===== src/design/dotb_pkg.sv =====
// ----------------------------------------------------------------------------
// dotb_pkg - shared types and constants for the deadline-ordered timer bank
// Transaction kind codes, sequencer states and fixed field widths.
// ----------------------------------------------------------------------------
package dotb_pkg;

    // Transaction kinds carried in tuser of the input stream
    typedef enum logic [1:0] {
        KIND_PERIOD = 2'd0,
        KIND_START  = 2'd1,
        KIND_STOP   = 2'd2,
        KIND_TICK   = 2'd3
    } t_kind;

    // Sequencer states
    typedef enum logic [1:0] {
        ST_IDLE   = 2'd0,
        ST_SCAN   = 2'd1,
        ST_DECIDE = 2'd2,
        ST_FLUSH  = 2'd3
    } t_state;

    localparam int ID_W        = 4;   // timer_id / expired_id width
    localparam int VAL_W       = 32;  // period, delay, deadline, counters
    localparam int MAX_REPORTS = 16;  // expiries reported per tick at most
    localparam int CNT_W       = 5;   // holds 0 .. MAX_REPORTS

endpackage


===== src/design/deadline_ordered_timer_bank_unit.sv =====
// ----------------------------------------------------------------------------
// deadline_ordered_timer_bank_unit - bank of timer slots with ordered expiry
// Slots are programmed and ticked over one input stream; each tick reports
// its expired slots on the output stream in deadline order.
// ----------------------------------------------------------------------------
// Set period / start / stop transactions are taken while the sequencer is idle. A tick
// holds the input off while it scans: one pass over S = min(NUM_TIMERS, 16) slots per
// expiry plus a final pass, or a flush step in place of the last pass once 16 are reported;
// one shared compare unit walks the slots one per cycle for every pass. Output
// back-pressure stalls the sequencer. Reset (synchronous, active low): count, start
// sequence, periods and active flags cleared, sequencer idle, output stream empty.
// ----------------------------------------------------------------------------
module deadline_ordered_timer_bank_unit #(
    parameter int NUM_TIMERS = 16
) (
    input  logic        i_clk,
    input  logic        i_rst_n,
    // Input stream
    input  logic        i_s_axis_tvalid,
    output logic        o_s_axis_tready,
    input  logic [39:0] i_s_axis_tdata,   // [3:0] timer_id, [35:4] value, [39:36] zero
    input  logic [1:0]  i_s_axis_tuser,   // [1:0] kind
    // Output stream
    output logic        o_m_axis_tvalid,
    input  logic        i_m_axis_tready,
    output logic [7:0]  o_m_axis_tdata,   // [3:0] expired_id, [7:4] zero
    output logic        o_m_axis_tlast    // last expiry of this tick
);

    // Only ids 0..15 can be addressed, so no more than 16 slots are stored.
    localparam int SLOTS = (NUM_TIMERS < 16) ? NUM_TIMERS : 16;
    localparam int IDX_W = (SLOTS > 1) ? $clog2(SLOTS) : 1;

    // ------------------------------------------------------------------------
    // State
    // ------------------------------------------------------------------------
    dotb_pkg::t_state r_state, n_state;

    logic [dotb_pkg::VAL_W-1:0] r_now;            // tick count
    logic [dotb_pkg::VAL_W-1:0] r_seq;            // start sequence
    logic [dotb_pkg::VAL_W-1:0] r_deadline [SLOTS];
    logic [dotb_pkg::VAL_W-1:0] r_stamp    [SLOTS];
    logic [dotb_pkg::VAL_W-1:0] r_period   [SLOTS];
    logic [SLOTS-1:0]           r_active;
    logic [SLOTS-1:0]           r_done;           // already reported this tick

    // Scan bookkeeping
    logic [IDX_W-1:0]            r_idx;
    logic                        r_found;
    logic [IDX_W-1:0]            r_best;
    logic [dotb_pkg::VAL_W-1:0]  r_best_dl;
    logic [dotb_pkg::VAL_W-1:0]  r_best_stamp;
    logic [dotb_pkg::CNT_W-1:0]  r_count;

    // One expiry held back until it is known whether it closes the tick
    logic                        r_pend_valid;
    logic [IDX_W-1:0]            r_pend_id;

    // Output register
    logic                        r_out_valid;
    logic [dotb_pkg::ID_W-1:0]   r_out_id;
    logic                        r_out_last;

    // ------------------------------------------------------------------------
    // Input field split
    // ------------------------------------------------------------------------
    logic [dotb_pkg::ID_W-1:0]   in_id;
    logic [dotb_pkg::VAL_W-1:0]  in_value;
    dotb_pkg::t_kind             in_kind;
    logic                        in_id_ok;
    logic [IDX_W-1:0]            in_slot;
    logic                        in_accept;

    assign in_id     = i_s_axis_tdata[3:0];
    assign in_value  = i_s_axis_tdata[35:4];
    assign in_kind   = dotb_pkg::t_kind'(i_s_axis_tuser);
    assign in_id_ok  = ({1'b0, in_id} < 5'(SLOTS));
    assign in_slot   = in_id[IDX_W-1:0];
    assign in_accept = i_s_axis_tvalid && o_s_axis_tready;

    // ------------------------------------------------------------------------
    // Shared compare unit: examines slot r_idx against the best so far.
    // Ordering is earlier deadline first, then greater age since start.
    // ------------------------------------------------------------------------
    logic [dotb_pkg::VAL_W-1:0] scan_dl;
    logic [dotb_pkg::VAL_W-1:0] age_cand, age_best;
    logic                       cand, goes_before, take;

    assign scan_dl     = r_deadline[r_idx];
    assign age_cand    = r_seq - r_stamp[r_idx];
    assign age_best    = r_seq - r_best_stamp;
    assign cand        = r_active[r_idx] && !r_done[r_idx] && (scan_dl <= r_now);
    assign goes_before = (scan_dl != r_best_dl) ? (scan_dl < r_best_dl)
                                                : (age_cand > age_best);
    assign take        = cand && (!r_found || goes_before);

    logic out_free;
    logic scan_end;
    logic last_report;

    assign out_free    = !r_out_valid || i_m_axis_tready;
    assign scan_end    = (r_idx == IDX_W'(SLOTS - 1));
    assign last_report = (r_count == dotb_pkg::CNT_W'(dotb_pkg::MAX_REPORTS - 1));

    // ------------------------------------------------------------------------
    // Next state
    // ------------------------------------------------------------------------
    always_comb begin
        n_state = r_state;
        unique case (r_state)
            dotb_pkg::ST_IDLE: begin
                if (in_accept && in_kind == dotb_pkg::KIND_TICK) begin
                    n_state = dotb_pkg::ST_SCAN;
                end
            end
            dotb_pkg::ST_SCAN: begin
                if (scan_end) begin
                    n_state = dotb_pkg::ST_DECIDE;
                end
            end
            dotb_pkg::ST_DECIDE: begin
                if (out_free) begin
                    if (!r_found) begin
                        n_state = dotb_pkg::ST_IDLE;
                    end else if (last_report) begin
                        n_state = dotb_pkg::ST_FLUSH;
                    end else begin
                        n_state = dotb_pkg::ST_SCAN;
                    end
                end
            end
            dotb_pkg::ST_FLUSH: begin
                if (out_free) begin
                    n_state = dotb_pkg::ST_IDLE;
                end
            end
            default: n_state = dotb_pkg::ST_IDLE;
        endcase
    end

    // ------------------------------------------------------------------------
    // Sequencer outputs
    // ------------------------------------------------------------------------
    logic                      load_out;
    logic                      load_last;
    logic                      commit;     // retire the scan winner

    always_comb begin
        o_s_axis_tready = 1'b0;
        load_out        = 1'b0;
        load_last       = 1'b0;
        commit          = 1'b0;
        unique case (r_state)
            dotb_pkg::ST_IDLE: begin
                o_s_axis_tready = 1'b1;
            end
            dotb_pkg::ST_SCAN: begin
            end
            dotb_pkg::ST_DECIDE: begin
                if (out_free) begin
                    // the held expiry goes out; it closes the tick if nothing new
                    load_out  = r_pend_valid;
                    load_last = !r_found;
                    commit    = r_found;
                end
            end
            dotb_pkg::ST_FLUSH: begin
                if (out_free) begin
                    load_out  = 1'b1;
                    load_last = 1'b1;
                end
            end
            default: begin
            end
        endcase
    end

    // ------------------------------------------------------------------------
    // Control registers
    // ------------------------------------------------------------------------
    always_ff @(posedge i_clk) begin
        if (!i_rst_n) begin
            r_state      <= dotb_pkg::ST_IDLE;
            r_now        <= '0;
            r_seq        <= '0;
            r_active     <= '0;
            r_pend_valid <= 1'b0;
            r_out_valid  <= 1'b0;
            r_count      <= '0;
            r_found      <= 1'b0;
        end else begin
            r_state <= n_state;

            if (load_out) begin
                r_out_valid <= 1'b1;
            end else if (i_m_axis_tready) begin
                r_out_valid <= 1'b0;
            end

            unique case (r_state)
                dotb_pkg::ST_IDLE: begin
                    if (in_accept) begin
                        unique case (in_kind)
                            dotb_pkg::KIND_START: begin
                                if (in_id_ok) begin
                                    r_active[in_slot] <= 1'b1;
                                    r_seq             <= r_seq + 1'b1;
                                end
                            end
                            dotb_pkg::KIND_STOP: begin
                                if (in_id_ok) begin
                                    r_active[in_slot] <= 1'b0;
                                end
                            end
                            dotb_pkg::KIND_TICK: begin
                                r_now        <= r_now + 1'b1;
                                r_count      <= '0;
                                r_pend_valid <= 1'b0;
                                r_found      <= 1'b0;
                            end
                            default: begin
                            end
                        endcase
                    end
                end
                dotb_pkg::ST_SCAN: begin
                    if (take) begin
                        r_found <= 1'b1;
                    end
                end
                dotb_pkg::ST_DECIDE: begin
                    if (commit) begin
                        r_pend_valid <= 1'b1;
                        r_count      <= r_count + 1'b1;
                        r_found      <= 1'b0;
                        if (r_period[r_best] != '0) begin
                            r_seq <= r_seq + 1'b1;
                        end else begin
                            r_active[r_best] <= 1'b0;
                        end
                    end else if (out_free) begin
                        r_pend_valid <= 1'b0;
                    end
                end
                dotb_pkg::ST_FLUSH: begin
                    if (out_free) begin
                        r_pend_valid <= 1'b0;
                    end
                end
                default: begin
                end
            endcase
        end
    end

    // Period store has reset (zero = one-shot)
    always_ff @(posedge i_clk) begin
        if (!i_rst_n) begin
            for (int i = 0; i < SLOTS; i++) begin
                r_period[i] <= '0;
            end
        end else if (r_state == dotb_pkg::ST_IDLE && in_accept
                     && in_kind == dotb_pkg::KIND_PERIOD && in_id_ok) begin
            r_period[in_slot] <= in_value;
        end
    end

    // ------------------------------------------------------------------------
    // Payload registers (no reset)
    // ------------------------------------------------------------------------
    always_ff @(posedge i_clk) begin
        // deadline and start stamp: one write per cycle, start or re-arm
        if (r_state == dotb_pkg::ST_IDLE && in_accept
            && in_kind == dotb_pkg::KIND_START && in_id_ok) begin
            r_deadline[in_slot] <= r_now + in_value;
            r_stamp[in_slot]    <= r_seq;
        end else if (commit && r_period[r_best] != '0) begin
            r_deadline[r_best]  <= r_now + r_period[r_best];
            r_stamp[r_best]     <= r_seq;
        end

        if (r_state == dotb_pkg::ST_IDLE) begin
            r_done <= '0;
            r_idx  <= '0;
        end else if (r_state == dotb_pkg::ST_SCAN) begin
            if (!scan_end) begin
                r_idx <= r_idx + 1'b1;
            end
            if (take) begin
                r_best       <= r_idx;
                r_best_dl    <= scan_dl;
                r_best_stamp <= r_stamp[r_idx];
            end
        end else if (commit) begin
            r_done[r_best] <= 1'b1;
            r_pend_id      <= r_best;
            r_idx          <= '0;
        end

        if (load_out) begin
            r_out_id   <= dotb_pkg::ID_W'(r_pend_id);
            r_out_last <= load_last;
        end
    end

    assign o_m_axis_tvalid = r_out_valid;
    assign o_m_axis_tdata  = {4'b0000, r_out_id};
    assign o_m_axis_tlast  = r_out_last;

    // ------------------------------------------------------------------------
    // Assertions
    // ------------------------------------------------------------------------
    // the output register is never overwritten while a result still waits
    a_no_overwrite: assert property (@(posedge i_clk) disable iff (!i_rst_n)
        load_out |-> (!r_out_valid || i_m_axis_tready))
        else $error("output register overwritten");

    // a retired winner was an active slot whose deadline had been reached
    a_winner_due: assert property (@(posedge i_clk) disable iff (!i_rst_n)
        commit |-> (r_active[r_best] && !r_done[r_best] && r_best_dl <= r_now))
        else $error("retired slot was not due");

    // a tick advances the count by exactly one
    a_tick_step: assert property (@(posedge i_clk) disable iff (!i_rst_n)
        (in_accept && in_kind == dotb_pkg::KIND_TICK) |=> (r_now == $past(r_now) + 1'b1))
        else $error("tick count did not advance by one");

    // the flush state always has a held expiry to send
    a_flush_pend: assert property (@(posedge i_clk) disable iff (!i_rst_n)
        (r_state == dotb_pkg::ST_FLUSH) |-> r_pend_valid)
        else $error("flush with no held expiry");

endmodule

===== config.mk =====
export PLATFORM = sky130hd
export DESIGN_NAME = deadline_ordered_timer_bank_unit
export DESIGN_NICKNAME = d
export VERILOG_FILES = /design/src/design/dotb_pkg.sv /design/src/design/deadline_ordered_timer_bank_unit.sv
export SDC_FILE = /design/constraint.sdc
export NUM_CORES = 2
export LEC_CHECK = 0
export BUFFER_PORTS_ARGS = -buffer_cell sky130_fd_sc_hd__buf_4
export CORE_MARGIN = 1
export CORE_UTILIZATION = 35
export CTS_CLUSTER_SIZE = 20
export DETAILED_ROUTE_END_ITERATION = 8
export GPL_ROUTABILITY_DRIVEN = 0
export SLEW_MARGIN = 20
export SYNTH_ARGS = -nofsm -noshare
export SYNTH_HDL_FRONTEND = slang
export SYNTH_SLANG_ARGS = --single-unit

===== constraint.sdc =====
create_clock -name i_clk -period 10.15 [get_ports i_clk]
set_input_delay 1.015 -clock i_clk [delete_from_list [all_inputs] [get_ports i_clk]]
set_output_delay 1.015 -clock i_clk [all_outputs]
set_load 0.02 [all_outputs]

==> impl_metrics.py <==
metrics = {
    "status": {
        "status": "complete, no violations",
    },
    "clock_tree": {
        "clkLatencyLatePin_ns": 0.83,
        "cts.sinks": 1731,
        "cts_hold_buf": 0,
        "cts_setup_buffers": 0,
        "htreeDepth": 4,
        "clockBufferDepth": 3,
        "cts_resized": 0,
        "path_clk_slew_ns": 0.06,
        "cts_buffers": 173,
        "cts_tree": "done",
        "root_buffer": "clkbuf_16",
    },
    "job": {
        "max-cap-violations": 0,
    },
    "critical_path": {
        "worstPathArrival_ns": 9.19,
        "critPathCaptureType": "flop",
        "reg2reg_depth": 19,
        "worstReg2RegEnd": "r_deadline[0][24]$_DFFE_PP_",
        "crit_required_ns": 10.47,
        "crit_type": "flop to flop",
        "worst_setup_path_start_kind": "flop",
        "worst-path-max-fanout": 47,
        "r2r_slack_ns": 1.29,
    },
    "grt": {
        "antenna_found_initial": 20,
        "grt_pass1_wl_um": 288000,
        "grt_max_degree": 79,
        "grt_pass1_vias": 42400,
        "grt_remaining_overflow": 0,
        "track_usage_pct": 17.7,
    },
    "drt": {
        "drtIter0Drc": 3918,
        "via_per_inst": 5.41,
        "drc": 0,
        "routedWlPerCell_um": 25.4,
        "drt_first_pass_iters": 6,
        "via_count": 41700,
        "antenna_left": 0,
        "drt_wl_total_um": 196000,
    },
    "timing": {
        "period_share_pct": 87.3,
        "clock.fmax_mhz": 113,
        "max-slew-margin-rel_pct": 24.4,
        "fin_worst_skew_ns": 0.0453,
        "rsz0062_at_grt": "false",
        "setup_slack_ns": 1.29,
        "setup_viol": 0,
        "hold_violations": 0,
        "slew_violations": 0,
        "fin_crit_ns": 8.86,
        "worst_slew_pin_slew_ns": 1.13,
        "tns_ns": 0,
    },
    "pwr": {
        "p_seq_share_pct": 53.7,
        "p_leak_nw": 28.7,
        "comb_power_share_pct": 4.0,
        "swShare_pct": 21.6,
        "ir_drop_v": 0.000130,
        "intPower_mw": 11.5,
        "power.total_mw": 14.7,
        "clkPwrFrac_pct": 42.3,
        "power.net_switching_mw": 3.17,
        "powerDensity_nw_per_um2": 171,
    },
    "synth": {
        "ys_top_cells_by_area": "edfxtp_1, mux4_2, and2_1, ha_1, dfxtp_1",
        "yosysSeqAreaShare_pct": 66.4,
        "synth_cell_type_count": 75,
        "synth_edf_count": 1613,
        "async_reset_ff_share_pct": 0,
        "synth_top_area_share_pct": 63.3,
        "synth_top_cell_by_area": "edfxtp_1",
        "postSynthCellCount": 4609,
        "avgSynthCellArea_um2": 16.6,
        "ys_ff_latch": 1731,
        "synth_ff_type": "edfxtp_1",
        "yosysWarnings": 0,
        "netlist_area_um2": 76500,
    },
    "place": {
        "dp.cells": 7388,
        "post-place-ws_ns": 1.28,
        "io_buffers": 48,
        "hpwl_um": 113000,
    },
    "cells_and_area": {
        "final_cells": 7707,
        "layout.nets": 4953,
        "drive_gt1_share_pct": 19.7,
        "post-route-util_pct": 39.7,
        "syn2layout_area_growth_pct": 12.7,
    },
    "min_path": {
        "holdPathEnd": "r_out_id[3]$_DFFE_PP_",
        "hold_class": "flop to flop",
        "holdPathStages": 0,
        "hp-start": "r_pend_id[3]$_DFFE_PP_",
    },
    "die": {
        "io_pins": 57,
        "core_um2": 217000,
        "start_util_pct": 35.2,
        "fp-row-count": 171,
        "dieArea_um2": 220000,
        "die_y_um": 469,
        "dieWidth_um": 469,
    },
}
==> per-layer routing <==
layer	part of all wire, %	vias up	track usage [%]	wire, µm
li1	-	18300	-	-
met1	42	21800	23.6	82900
met2	49	1362	29.8	96500
met3	5.7	256	2.71	11200
met4	2.6	4	5.03	5060
met5	0.0097	-	0	19
==> registers in the layout, summed over array words and instances, names as in the netlist, named ones only <==
| signal | count |
|---|---|
| r_stamp | 512 |
| r_idx | 4 |
| r_pend_id | 4 |
| r_period | 512 |
| r_best_dl | 32 |
| r_found | 1 |
| r_state | 2 |
| r_best_stamp | 32 |
| r_now | 32 |
| r_seq | 32 |
| o_m_axis_tvalid | 1 |
| r_done | 16 |
| r_deadline | 512 |
| o_m_axis_tlast | 1 |
| r_count | 5 |
| r_best | 4 |
| r_pend_valid | 1 |
| r_out_id | 4 |
==> per-stage QoR <==
step                      hold slack [ns]  area, µm²
final                               0.414      86200
after global routing                0.430      86200
after CTS                           0.418      86100
after detailed placement            0.405      80700
after global placement              0.410      80600
after floorplan                     0.400      76500
==> layout make-up <==
type,instances,area (µm²)
multi-input cells,2467,24400
clock inverters,101,896
well taps,2854,3570
inverters,167,627
repair buffers,169,1310
diodes,5,12.5
flip-flops and latches,1731,50800
clock buffers,213,4570
fillers,19400,131000
==> power by group through the flow <==
stage	clock network, mW	registers, mW	logic [mW]
2_1_floorplan	0	8.04	0.380
3_3_place_gp	0	8.05	0.577
3_5_place_dp	0	8.06	0.587
4_1_cts	6.34	7.91	0.588
5_1_grt	6.59	7.91	0.628
6_report	6.23	7.91	0.583
==> Yosys cell counts, drive strengths merged, types with 50 or more instances <==
master / number
a21oi: 157
ha: 195
o21ai: 100
inv: 166
edfxtp: 1613
mux4: 454
nand2b: 56
buf: 58
a21o: 67
xnor2: 82
clkbuf: 189
and3: 50
nand2: 130
dfxtp: 118
and2: 492
nor2: 161
==> cell usage in the layout, fill, tap and decap left out, types with 17 or more instances in the layout <==
cell,Yosys,final
edfxtp_1,1613,1613
and2_1,492,492
mux4_2,454,454
ha_1,195,195
clkbuf_16,0,177
buf_4,17,166
inv_1,166,165
a21oi_1,157,157
nor2_1,161,156
nand2_1,130,129
dfxtp_1,118,111
xnor2_1,82,74
a21o_1,67,66
o21ai_0,80,64
and3_1,50,50
nand4_1,48,48
nand3_1,47,47
a22oi_1,44,44
nand2b_1,56,43
clkbuf_1,189,35
xor2_1,36,33
clkinv_2,0,33
mux2_1,31,31
clkinv_1,1,29
nor2b_1,29,28
nor3_1,33,27
mux2i_1,24,24
o21ai_1,20,20
o41ai_1,18,18
a32oi_1,17,17
==> worst max-delay path, cell delays in order, from the launching register on <==
cell	delay (ns)
dfxtp_4	0.93
buf_4	0.38
mux4_2	0.34
mux4_2	0.54
or4_1	0.52
nor4b_2	0.57
nand4b_2	0.38
nand2_1	0.46
mux2_1	0.49
ha_1	0.27
fa_1	0.47
a21o_1	0.20
a21oi_1	0.32
o21ai_0	0.18
a31oi_1	0.42
o31ai_1	0.25
a221oi_1	0.64
o21a_1	0.33
nand4b_1	0.15
nand3_1	0.49
==> worst max path at each step <==
stage | from | end | slack (ns)
floorplan | flop | r_best[0]$_DFFE_PN_ | 0.48
global placement | flop | r_deadline[4][31]$_DFFE_PP_ | 1.56
detailed placement | flop | r_deadline[4][31]$_DFFE_PP_ | 1.28
CTS | flop | r_deadline[6][31]$_DFFE_PP_ | 1.24
global route | flop | r_deadline[0][24]$_DFFE_PP_ | 0.92
finish | flop | r_deadline[0][24]$_DFFE_PP_ | 1.29
==> kinds of logic after synthesis <==
kind of cell / after synthesis / synth area share (%)
other: 1 / 0.00490
xor gates and xnor gates: 118 / 1.35
buffers and inverters: 414 / 2.17
muxes: 513 / 14.2
AOI/OAI and AO/OA: 525 / 4.44
DFF: 1731 / 66.4
adders and majority gates: 198 / 3.27
and+or+nand+nor: 1109 / 8.12
No activity file was read; power rests on OpenSTA's default activity.
